### src/design/device_dispatch_selector_defines.svh
// assertion macros for the device dispatch selector
`ifndef DEVICE_DISPATCH_SELECTOR_DEFINES_SVH
`define DEVICE_DISPATCH_SELECTOR_DEFINES_SVH
// concurrent check, disabled during reset
`define DDS_ASSERT(label, prop, msg) \
    label: assert property (@(posedge clk) disable iff (!rst_n) (prop)) else $error(msg);
// check that also holds while reset is asserted
`define DDS_ASSERT_ALWAYS(label, prop, msg) \
    label: assert property (@(posedge clk) (prop)) else $error(msg);
`endif

### src/design/dds_pkg.sv
// types, constants and helpers for the device dispatch selector
package dds_pkg;

    localparam int DEVICE_SLOTS_DEF    = 16;
    localparam int CAPS_PER_DEVICE_DEF = 8;
    localparam int FALLBACK_SLOTS_DEF  = 4;

    localparam logic [2:0] KIND_ADD_DEV  = 3'd0;
    localparam logic [2:0] KIND_ADD_CAP  = 3'd1;
    localparam logic [2:0] KIND_LOOKUP   = 3'd2;
    localparam logic [2:0] KIND_ACQ_HINT = 3'd3;
    localparam logic [2:0] KIND_ACQ_PREF = 3'd4;
    localparam logic [2:0] KIND_RELEASE  = 3'd5;
    localparam logic [2:0] KIND_RSVD_6   = 3'd6;
    localparam logic [2:0] KIND_RSVD_7   = 3'd7;

    localparam logic [1:0] ST_OK       = 2'd0;
    localparam logic [1:0] ST_FULL     = 2'd1;
    localparam logic [1:0] ST_NOTFOUND = 2'd2;

    localparam logic [1:0] PREF_SEC  = 2'd1;
    localparam logic [1:0] PREF_EFF  = 2'd2;
    localparam logic [1:0] PREF_RSVD = 2'd3;

    localparam logic [2:0] TYPE_ANY = 3'd0;
    localparam logic [2:0] TYPE_END = 3'd7;

    typedef struct packed {
        logic [2:0]  kind;
        logic [7:0]  dev_num;
        logic [2:0]  device_type;
        logic        enabled;
        logic [7:0]  credit_max;
        logic [7:0]  priority_req;
        logic [15:0] scores;
        logic [3:0]  domain;
        logic [3:0]  action;
        logic [7:0]  algorithm;
        logic [1:0]  preference;
        logic [11:0] fallback_types;
    } dds_in_t;

    typedef struct packed {
        logic [1:0] status;
        logic [3:0] slot;
        logic [7:0] granted_id;
        logic [7:0] inflight_now;
    } dds_out_t;

    // per-device record as held in the device table
    typedef struct packed {
        logic [7:0]  id;
        logic [2:0]  dtype;
        logic        enabled;
        logic [7:0]  limit;
        logic [7:0]  prio;
        logic [15:0] scores;
    } dds_dev_t;

    // capability match: domain, action equal and algorithm equal or auto
    function automatic logic cap_match(input logic [15:0] cap, input logic [3:0] dom,
                                       input logic [3:0] act, input logic [7:0] alg);
        cap_match = (cap[15:12] == dom) && (cap[11:8] == act) &&
                    ((cap[7:0] == alg) || (cap[7:0] == 8'd0));
    endfunction

endpackage

### src/design/device_dispatch_selector.sv
// device dispatch selector top level: device table, sequencer and capability ram
//
// one command channel, one result channel. a command beat is taken when start
// is high and busy is low; busy then stays high until the cycle in which its single
// result beat is shown on res with done high. the receiver cannot stall.
// a command walks the device slots one at a time under a small sequencer; for
// each qualifying slot the stored capabilities are read from the capability ram,
// one entry a cycle until one matches. the shared rank unit compares each
// qualifying slot with the running best.
// add device writes the table directly; lookup, release and add capability
// match slots by device number; acquire by hint stops at the first enabled slot
// with that number, free credit and a matching capability; acquire by preference
// rescans the slots per fallback type until one is chosen, up to FALLBACK_SLOTS passes.
// reset clears the device count and the sequencer; table contents stay
// undefined until written. a new command is taken as early as the done cycle.
module device_dispatch_selector
    import dds_pkg::*;
#(
    parameter int DEVICE_SLOTS    = DEVICE_SLOTS_DEF,
    parameter int CAPS_PER_DEVICE = CAPS_PER_DEVICE_DEF,
    parameter int FALLBACK_SLOTS  = FALLBACK_SLOTS_DEF
) (
    input  logic     clk,
    input  logic     rst_n,
    input  logic     start,
    input  dds_in_t  cmd,
    output logic     busy,
    output logic     done,
    output dds_out_t res
);
    `include "device_dispatch_selector_defines.svh"

    localparam int SW = (DEVICE_SLOTS > 1) ? $clog2(DEVICE_SLOTS) : 1;
    localparam int CW = (CAPS_PER_DEVICE > 1) ? $clog2(CAPS_PER_DEVICE) : 1;
    localparam int AW = $clog2(DEVICE_SLOTS * CAPS_PER_DEVICE) > 0 ?
                        $clog2(DEVICE_SLOTS * CAPS_PER_DEVICE) : 1;
    localparam int NW = $clog2(DEVICE_SLOTS + 1);
    localparam int KW = $clog2(CAPS_PER_DEVICE + 1);
    localparam int OW = (FALLBACK_SLOTS > 1) ? $clog2(FALLBACK_SLOTS) : 1;

    localparam logic [2:0] S_IDLE = 3'd0;
    localparam logic [2:0] S_SLOT = 3'd1;
    localparam logic [2:0] S_CAP  = 3'd2;
    localparam logic [2:0] S_NEXT = 3'd3;
    localparam logic [2:0] S_FIN  = 3'd4;
    localparam logic [2:0] S_DONE = 3'd5;

    logic [2:0]   state_reg, state_next;
    logic [NW-1:0] count_reg, count_next;
    dds_in_t      cmd_reg, cmd_next;
    logic [SW-1:0] idx_reg, idx_next;
    logic [KW-1:0] cap_reg, cap_next;
    logic         rd_pend_reg, rd_pend_next;
    logic         sup_reg, sup_next;
    logic [OW-1:0] ord_reg, ord_next;
    logic         have_reg, have_next;
    logic [SW-1:0] best_reg, best_next;
    dds_out_t     res_reg, res_next;
    logic         done_reg, done_next;

    dds_dev_t     dev_reg [DEVICE_SLOTS];
    logic [7:0]   infl_reg [DEVICE_SLOTS];
    logic [KW-1:0] ccnt_reg [DEVICE_SLOTS];

    logic         dev_we, infl_we, ccnt_we;
    logic [SW-1:0] w_idx, infl_idx;
    logic [7:0]   infl_val;
    logic [KW-1:0] ccnt_val;

    logic         ram_we;
    logic [AW-1:0] ram_waddr, ram_raddr;
    logic [15:0]  ram_wdata, ram_rdata;

    logic         beats;
    logic [2:0]   cur_type;
    logic         last_slot;
    logic [31:0]  fb_wide;

    dds_ram #(.WIDTH(16), .DEPTH(DEVICE_SLOTS * CAPS_PER_DEVICE)) u_cap_ram (
        .clk  (clk),
        .we   (ram_we),
        .waddr(ram_waddr),
        .wdata(ram_wdata),
        .raddr(ram_raddr),
        .rdata(ram_rdata)
    );

    dds_rank u_rank (
        .preference(cmd_reg.preference),
        .cand      (dev_reg[idx_reg]),
        .cand_infl (infl_reg[idx_reg]),
        .best      (dev_reg[best_reg]),
        .best_infl (infl_reg[best_reg]),
        .beats     (beats)
    );

    assign busy = (state_reg != S_IDLE);
    assign done = done_reg;
    assign res  = res_reg;

    always_comb
    begin
        fb_wide   = {20'd0, cmd_reg.fallback_types} >> (3 * 32'(ord_reg));
        cur_type  = (3 * 32'(ord_reg) < 12) ? fb_wide[2:0] : TYPE_ANY;
        last_slot = (NW'(idx_reg) + NW'(1) >= count_reg);
        ram_raddr = AW'(32'(idx_reg) * CAPS_PER_DEVICE + 32'(cap_reg[CW-1:0]));
    end

    always_comb
    begin
        state_next   = state_reg;
        count_next   = count_reg;
        cmd_next     = cmd_reg;
        idx_next     = idx_reg;
        cap_next     = cap_reg;
        rd_pend_next = 1'b0;
        sup_next     = sup_reg;
        ord_next     = ord_reg;
        have_next    = have_reg;
        best_next    = best_reg;
        res_next     = res_reg;
        done_next    = 1'b0;
        dev_we       = 1'b0;
        w_idx        = count_reg[SW-1:0];
        infl_we      = 1'b0;
        infl_idx     = idx_reg;
        infl_val     = 8'd0;
        ccnt_we      = 1'b0;
        ccnt_val     = '0;
        ram_we       = 1'b0;
        ram_waddr    = AW'(32'(idx_reg) * CAPS_PER_DEVICE + 32'(ccnt_reg[idx_reg][CW-1:0]));
        ram_wdata    = {cmd_reg.domain, cmd_reg.action, cmd_reg.algorithm};

        unique case (state_reg)
            S_IDLE:
            begin
                if (start)
                begin
                    cmd_next  = cmd;
                    idx_next  = '0;
                    ord_next  = '0;
                    have_next = 1'b0;
                    res_next  = '{status: ST_NOTFOUND, slot: 4'd0, granted_id: 8'd0,
                                  inflight_now: 8'd0};
                    if (cmd.kind == KIND_ADD_DEV)
                    begin
                        if (count_reg >= NW'(DEVICE_SLOTS))
                            res_next.status = ST_FULL;
                        else
                        begin
                            dev_we   = 1'b1;
                            infl_we  = 1'b1;
                            infl_idx = count_reg[SW-1:0];
                            ccnt_we  = 1'b1;
                            res_next = '{status: ST_OK, slot: 4'(count_reg),
                                         granted_id: cmd.dev_num, inflight_now: 8'd0};
                            count_next = count_reg + NW'(1);
                        end
                        state_next = S_DONE;
                    end
                    else if (cmd.kind <= KIND_RELEASE && count_reg != '0 &&
                             !(cmd.kind == KIND_ACQ_PREF &&
                               cmd.fallback_types[2:0] == TYPE_END))
                        state_next = S_SLOT;
                    else
                        state_next = S_DONE;
                end
            end
            S_SLOT:
            begin
                // decide whether this slot needs a capability scan
                priority if (cmd_reg.kind == KIND_ADD_CAP || cmd_reg.kind == KIND_LOOKUP ||
                             cmd_reg.kind == KIND_RELEASE)
                begin
                    if (dev_reg[idx_reg].id == cmd_reg.dev_num)
                    begin
                        have_next  = 1'b1;
                        best_next  = idx_reg;
                        state_next = S_FIN;
                    end
                    else
                        state_next = S_NEXT;
                end
                else if (dev_reg[idx_reg].enabled && infl_reg[idx_reg] < dev_reg[idx_reg].limit &&
                         (cmd_reg.kind == KIND_ACQ_PREF ?
                          (cur_type == TYPE_ANY || dev_reg[idx_reg].dtype == cur_type) :
                          dev_reg[idx_reg].id == cmd_reg.dev_num))
                begin
                    cap_next   = '0;
                    sup_next   = 1'b0;
                    state_next = S_CAP;
                end
                else
                    state_next = S_NEXT;
            end
            S_CAP:
            begin
                // ram read issued for cap_reg; data arrives next cycle
                if (rd_pend_reg && cap_match(ram_rdata, cmd_reg.domain, cmd_reg.action,
                                             cmd_reg.algorithm))
                    sup_next = 1'b1;
                if (cap_reg < ccnt_reg[idx_reg] && !sup_next)
                begin
                    rd_pend_next = 1'b1;
                    cap_next     = cap_reg + KW'(1);
                end
                else if (!rd_pend_reg || sup_next || cap_reg >= ccnt_reg[idx_reg])
                begin
                    if (rd_pend_reg && !sup_next && cap_reg < ccnt_reg[idx_reg])
                        state_next = S_CAP;
                    else if (sup_next)
                    begin
                        if (cmd_reg.kind == KIND_ACQ_HINT)
                        begin
                            have_next  = 1'b1;
                            best_next  = idx_reg;
                            state_next = S_FIN;
                        end
                        else
                        begin
                            if (!have_reg || beats)
                            begin
                                have_next = 1'b1;
                                best_next = idx_reg;
                            end
                            state_next = S_NEXT;
                        end
                    end
                    else
                        state_next = S_NEXT;
                end
            end
            S_NEXT:
            begin
                if (!last_slot)
                begin
                    idx_next   = idx_reg + SW'(1);
                    state_next = S_SLOT;
                end
                else if (cmd_reg.kind == KIND_ACQ_PREF && !have_reg &&
                         32'(ord_reg) + 1 < FALLBACK_SLOTS)
                begin
                    ord_next   = ord_reg + OW'(1);
                    idx_next   = '0;
                    state_next = (((3 * (32'(ord_reg) + 1) < 12) ?
                                   3'({20'd0, cmd_reg.fallback_types} >>
                                      (3 * (32'(ord_reg) + 1))) : TYPE_ANY) == TYPE_END)
                                 ? S_FIN : S_SLOT;
                end
                else
                    state_next = S_FIN;
            end
            S_FIN:
            begin
                state_next = S_DONE;
                if (have_reg)
                begin
                    res_next = '{status: ST_OK, slot: 4'(best_reg),
                                 granted_id: dev_reg[best_reg].id,
                                 inflight_now: infl_reg[best_reg]};
                    infl_idx = best_reg;
                    unique case (cmd_reg.kind)
                        KIND_ACQ_HINT, KIND_ACQ_PREF:
                        begin
                            infl_we  = 1'b1;
                            infl_val = infl_reg[best_reg] + 8'd1;
                            res_next.inflight_now = infl_val;
                        end
                        KIND_RELEASE:
                        begin
                            infl_we  = 1'b1;
                            infl_val = (infl_reg[best_reg] != 8'd0) ?
                                       infl_reg[best_reg] - 8'd1 : 8'd0;
                            res_next.inflight_now = infl_val;
                        end
                        KIND_ADD_CAP:
                        begin
                            if (ccnt_reg[best_reg] >= KW'(CAPS_PER_DEVICE))
                                res_next.status = ST_FULL;
                            else
                            begin
                                ram_we    = 1'b1;
                                ram_waddr = AW'(32'(best_reg) * CAPS_PER_DEVICE +
                                                32'(ccnt_reg[best_reg][CW-1:0]));
                                ccnt_we   = 1'b1;
                                infl_idx  = best_reg;
                                ccnt_val  = ccnt_reg[best_reg] + KW'(1);
                            end
                        end
                        default: ;
                    endcase
                end
            end
            S_DONE:
            begin
                done_next  = 1'b1;
                state_next = S_IDLE;
            end
            default: state_next = S_IDLE;
        endcase
    end

    always_ff @(posedge clk or negedge rst_n)
    begin
        if (!rst_n)
        begin
            state_reg   <= S_IDLE;
            count_reg   <= '0;
            done_reg    <= 1'b0;
            rd_pend_reg <= 1'b0;
        end
        else
        begin
            state_reg   <= state_next;
            count_reg   <= count_next;
            done_reg    <= done_next;
            rd_pend_reg <= rd_pend_next;
        end
    end

    always_ff @(posedge clk)
    begin
        cmd_reg  <= cmd_next;
        idx_reg  <= idx_next;
        cap_reg  <= cap_next;
        sup_reg  <= sup_next;
        ord_reg  <= ord_next;
        have_reg <= have_next;
        best_reg <= best_next;
        res_reg  <= res_next;
        if (dev_we)
            dev_reg[w_idx] <= '{id: cmd.dev_num, dtype: cmd.device_type,
                                enabled: cmd.enabled, limit: cmd.credit_max,
                                prio: cmd.priority_req, scores: cmd.scores};
        if (infl_we)
            infl_reg[infl_idx] <= infl_val;
        if (ccnt_we)
            ccnt_reg[infl_idx] <= ccnt_val;
    end

    `DDS_ASSERT(a_done_pulse, done |=> !done, "result strobe longer than one cycle")
    `DDS_ASSERT(a_count_bound, count_reg <= NW'(DEVICE_SLOTS), "device count overflow")
    `DDS_ASSERT(a_start_busy, (start && !busy) |=> busy, "command not taken")
    `DDS_ASSERT_ALWAYS(a_done_idle, !rst_n || !done || !busy, "result while busy")

endmodule

### src/design/dds_ram.sv
// generic simple dual-port ram (one write port, one read port) with registered read
module dds_ram #(
    parameter int WIDTH = 16,
    parameter int DEPTH = 128
) (
    input  logic                     clk,
    input  logic                     we,
    input  logic [$clog2(DEPTH)-1:0] waddr,
    input  logic [WIDTH-1:0]         wdata,
    input  logic [$clog2(DEPTH)-1:0] raddr,
    output logic [WIDTH-1:0]         rdata
);

    logic [WIDTH-1:0] mem [DEPTH];

    always_ff @(posedge clk)
    begin
        if (we)
        begin
            mem[waddr] <= wdata;
        end
        rdata <= mem[raddr];
    end

endmodule

### src/design/dds_rank.sv
// candidate compare unit: does the candidate beat the current best
module dds_rank
    import dds_pkg::*;
(
    input  logic [1:0]  preference,
    input  dds_dev_t    cand,
    input  logic [7:0]  cand_infl,
    input  dds_dev_t    best,
    input  logic [7:0]  best_infl,
    output logic        beats
);

    logic [7:0] cs;
    logic [7:0] bs;
    logic       use_score;

    always_comb
    begin
        use_score = (preference == PREF_SEC) || (preference == PREF_EFF);
        cs = (preference == PREF_SEC) ? cand.scores[15:8] : cand.scores[7:0];
        bs = (preference == PREF_SEC) ? best.scores[15:8] : best.scores[7:0];
        priority if (use_score && cs != bs)
            beats = cs > bs;
        else if (cand.prio != best.prio)
            beats = cand.prio < best.prio;
        else if (cand_infl != best_infl)
            beats = cand_infl < best_infl;
        else
            beats = cand.id < best.id;
    end

endmodule
### config.mk
export PLATFORM = sky130hd
export DESIGN_NAME = device_dispatch_selector
export DESIGN_NICKNAME = d
export VERILOG_FILES = /design/src/design/dds_pkg.sv /design/src/design/device_dispatch_selector.sv /design/src/design/dds_ram.sv /design/src/design/dds_rank.sv
export VERILOG_INCLUDE_DIRS = /design/src /design/src/design
export SDC_FILE = /design/constraint.sdc
export NUM_CORES = 2
export LEC_CHECK = 0
export ABC_CLOCK_PERIOD_IN_PS = 11300
export BUFFER_PORTS_ARGS = -buffer_cell sky130_fd_sc_hd__clkbuf_2
export CORE_MARGIN = 1
export CORE_UTILIZATION = 50
export DETAILED_ROUTE_END_ITERATION = 16
export GPL_TIMING_DRIVEN = 0
export PLACE_DENSITY = 0.68
export SETUP_SLACK_MARGIN = 0.5
export SKIP_CTS_REPAIR_TIMING = 1
export SLEW_MARGIN = 20
export SYNTH_ARGS = -nofsm -noshare
export SYNTH_HDL_FRONTEND = slang
export SYNTH_SLANG_ARGS = --single-unit
### constraint.sdc
create_clock -name clk -period 11.3 [get_ports clk]
set_clock_uncertainty 0.2 [all_clocks]
set_input_delay 1.13 -clock clk [delete_from_list [all_inputs] [get_ports clk]]
set_output_delay 1.13 -clock clk [all_outputs]
set_load 0.1 [all_outputs]
==> flow_summary.ini <==
[timing]
finalCritPeriodShare_pct = 81.9
finalMaxSlewViolations = 0
hold_viol_final = 0
fin_ws_ps = 2040
setup-violations-final = 0
grt_setup_unrepaired = no
fin_crit_ps = 9260
setup_tns_ps = 0
worstMarginPinSlew_ps = 1450
relSlewSlack_pct = 2.25
max_freq_ghz = 0.108

[layout]
drive_above_1_share_pct = 25.7
final_cell_mix = 3023 x edfxtp_1, 734 x mux4_2, 557 x mux2i_1, 327 x clkbuf_16, 275 x clkbuf_1
finalNonFillerCells = 10500
largest_register_ffs = 2048
layout.cells.most_common = edfxtp_1
area_growth_syn_to_layout_pct = 15.3
num-fill-cells = 18100
fin_nets = 7096

[clock_tree]
clkTransAtPathRegs_ps = 60
clock_path_buffers = 4
h-tree-depth = 5
clock-root-buffer = clkbuf_16
insertion_delay_ps = 970
cts_sinks = 3057
cts_buffers = 323
cts_tree = built

[routing]
vias = 70100
wl_mm = 372
drc = 0
first_pass_iters = 6
drt_iter0_drc = 10100
vias_per_cell = 6.66
drtAntennaViolNets = 0
detail_route.wl_per_cell_um = 35.4

[setup_path]
cp-start-kind = flip-flop
worstPathRequired_ps = 11780
worstPathArrival_ps = 9740
critPathKind = reg -> reg
path_max_fanout = 10
cp-end-kind = flip-flop

[floorplan]
core_mm2 = 0.249
die_h_um = 502
io_pins = 104
start_util_pct = 50.3
rows = 183
die_area_mm2 = 0.252
chipWidth_um = 502

[logic_synthesis]
synthMuxAreaShare_pct = 18.0
yosys.area_share.simple_pct = 2.32
synth.distinct_cells = 71
synth_fa_ha_area_share_pct = 0.609
seq_area_frac_synth_pct = 73.1
ys.flop_type = edfxtp_1
synth-xor-area-share_pct = 0.357
synth_edf_count = 3023
avgSynthCellArea_um2 = 19.9
synth_nets = 6420
netlist_instances = 6279
synth_top_family_by_area = multiplexers
synth-seq-cells = 3057
syn_area_mm2 = 0.125
async_reset_ff_share_pct = 0.327
synth-compound-area-share_pct = 4.18
yosysWarnings = 0

[power]
p_sw_mw = 10.2
swShare_pct = 31.8
power_frac_seq_pct = 40.4
combPwrFrac_pct = 28.0
ir_worst_vdd_mv = 0.170
pwr-share-clk_pct = 31.6
power.internal_mw = 21.9
powerDensity_mw_per_mm2 = 222
p_leak_nw = 46.0

[outcome]
violations = max-capacitance violations
status = finished, violations left

[min_path]
min_path_type = in -> reg

[place]
io_buffers = 103
post-place-ws_ps = 2220
dp_cells = 9959
dp_hpwl_mm = 260
place.gp.congestion = 0.977

[global_route]
grt_pass1_vias = 69400
antenna_found_initial = 24
overflow = 0
grt.total_usage_pct = 29.5
grt_pass1_wl_mm = 520
grt_max_degree = 33

[run]
cap_violations = 1
==> power groups by stage <==
stage                     sequential (mW)  combinational (mW)  clock [mW]
after floorplan                      13.5                4.89           0
after CTS                            13.0                8.79        10.2
after detailed placement             13.2                8.76           0
after global routing                 13.0                9.23        10.6
final                                13.0                8.98        10.2
after global placement               13.6                8.10           0
==> final timing paths <==
check                      startpoint            to  slack, ps  cells after the start
setup reg to reg            flip-flop     flip-flop       2040                     16
hold reg to reg            idx_reg[3]   best_reg[3]        260                      0
max in group asynchronous       rst_n  count_reg[4]      10040                      2
hold / removal                 cmd[8]    cmd_reg[8]        150                      1
min in group asynchronous       rst_n  state_reg[2]        620                      2
setup / recovery            flip-flop     flip-flop       2040                     16
==> through the flow <==
step | area, um2 | hold WS (ps) | power, mW | util (%)
final | 144000 | 150 | 32.1 | 58.0
after global routing | 144000 | 121 | 32.8 | 58.0
after CTS | 144000 | -108 | 32.0 | 58.0
after detailed placement | 134000 | 246 | 22.0 | 54.0
after global placement | 130000 | 250 | 21.7 | 52.2
after floorplan | 125000 | 224 | 18.4 | -
==> synth_stat cells (71+ instances only) <==
library cell / instances / area share, %
mux2i_1: 557 / 4.5
buf_1: 94 / 0.28
o221ai_1: 244 / 1.7
nor2_1: 217 / 0.65
a21oi_1: 149 / 0.60
buf_2: 71 / 0.28
nand2_1: 92 / 0.28
mux4_2: 734 / 13
clkbuf_1: 230 / 0.69
nor3_1: 146 / 0.58
o22ai_1: 126 / 0.63
edfxtp_1: 3023 / 72
==> kinds of logic (layout without fill, tap and decap cells) <==
family,after synthesis,in the layout
DFF,3057,3057
xor gates and xnor gates,51,51
muxes,1312,1312
and+or+nand+nor,614,614
AOI/OAI and AO/OA,722,722
adders and majority gates,61,61
other,0,14
buffers and inverters,462,1356
==> critical path, stage by stage (launching register included) <==
cell and delay, ps:
dfxtp_1 350, clkbuf_1 800, buf_2 580, buf_2 430
buf_1 650, clkbuf_1 860, clkbuf_1 920, mux4_2 430
mux4_2 490, ha_1 340, nand4_1 100, nor3_1 640
nand2_1 240, a2111oi_1 910, o2111ai_1 460, a32oi_1 340
o311ai_0 290
==> layer usage <==
metal / vias up / wire [um] / track usage [%]
met5: - / 152 / 0
met4: 10 / 23500 / 16.0
met3: 921 / 35900 / 5.12
met2: 4485 / 176000 / 46.5
met1: 36700 / 137000 / 39.2
li1: 27900 / - / -
==> layout make-up <==
cell class	instances	area, um2	share of cell area, %
sequential	3057	91500	63.4
multi-input combinational	2760	32600	22.6
clock buffer	408	8530	5.91
timing repair buffer	351	4270	2.96
tap	3330	4170	2.89
buffer	403	1740	1.20
clock inverter	135	1330	0.921
inverter	59	221	0.153
antenna	14	35.0	0.0243
No activity file was read; power rests on OpenSTA's default activity.
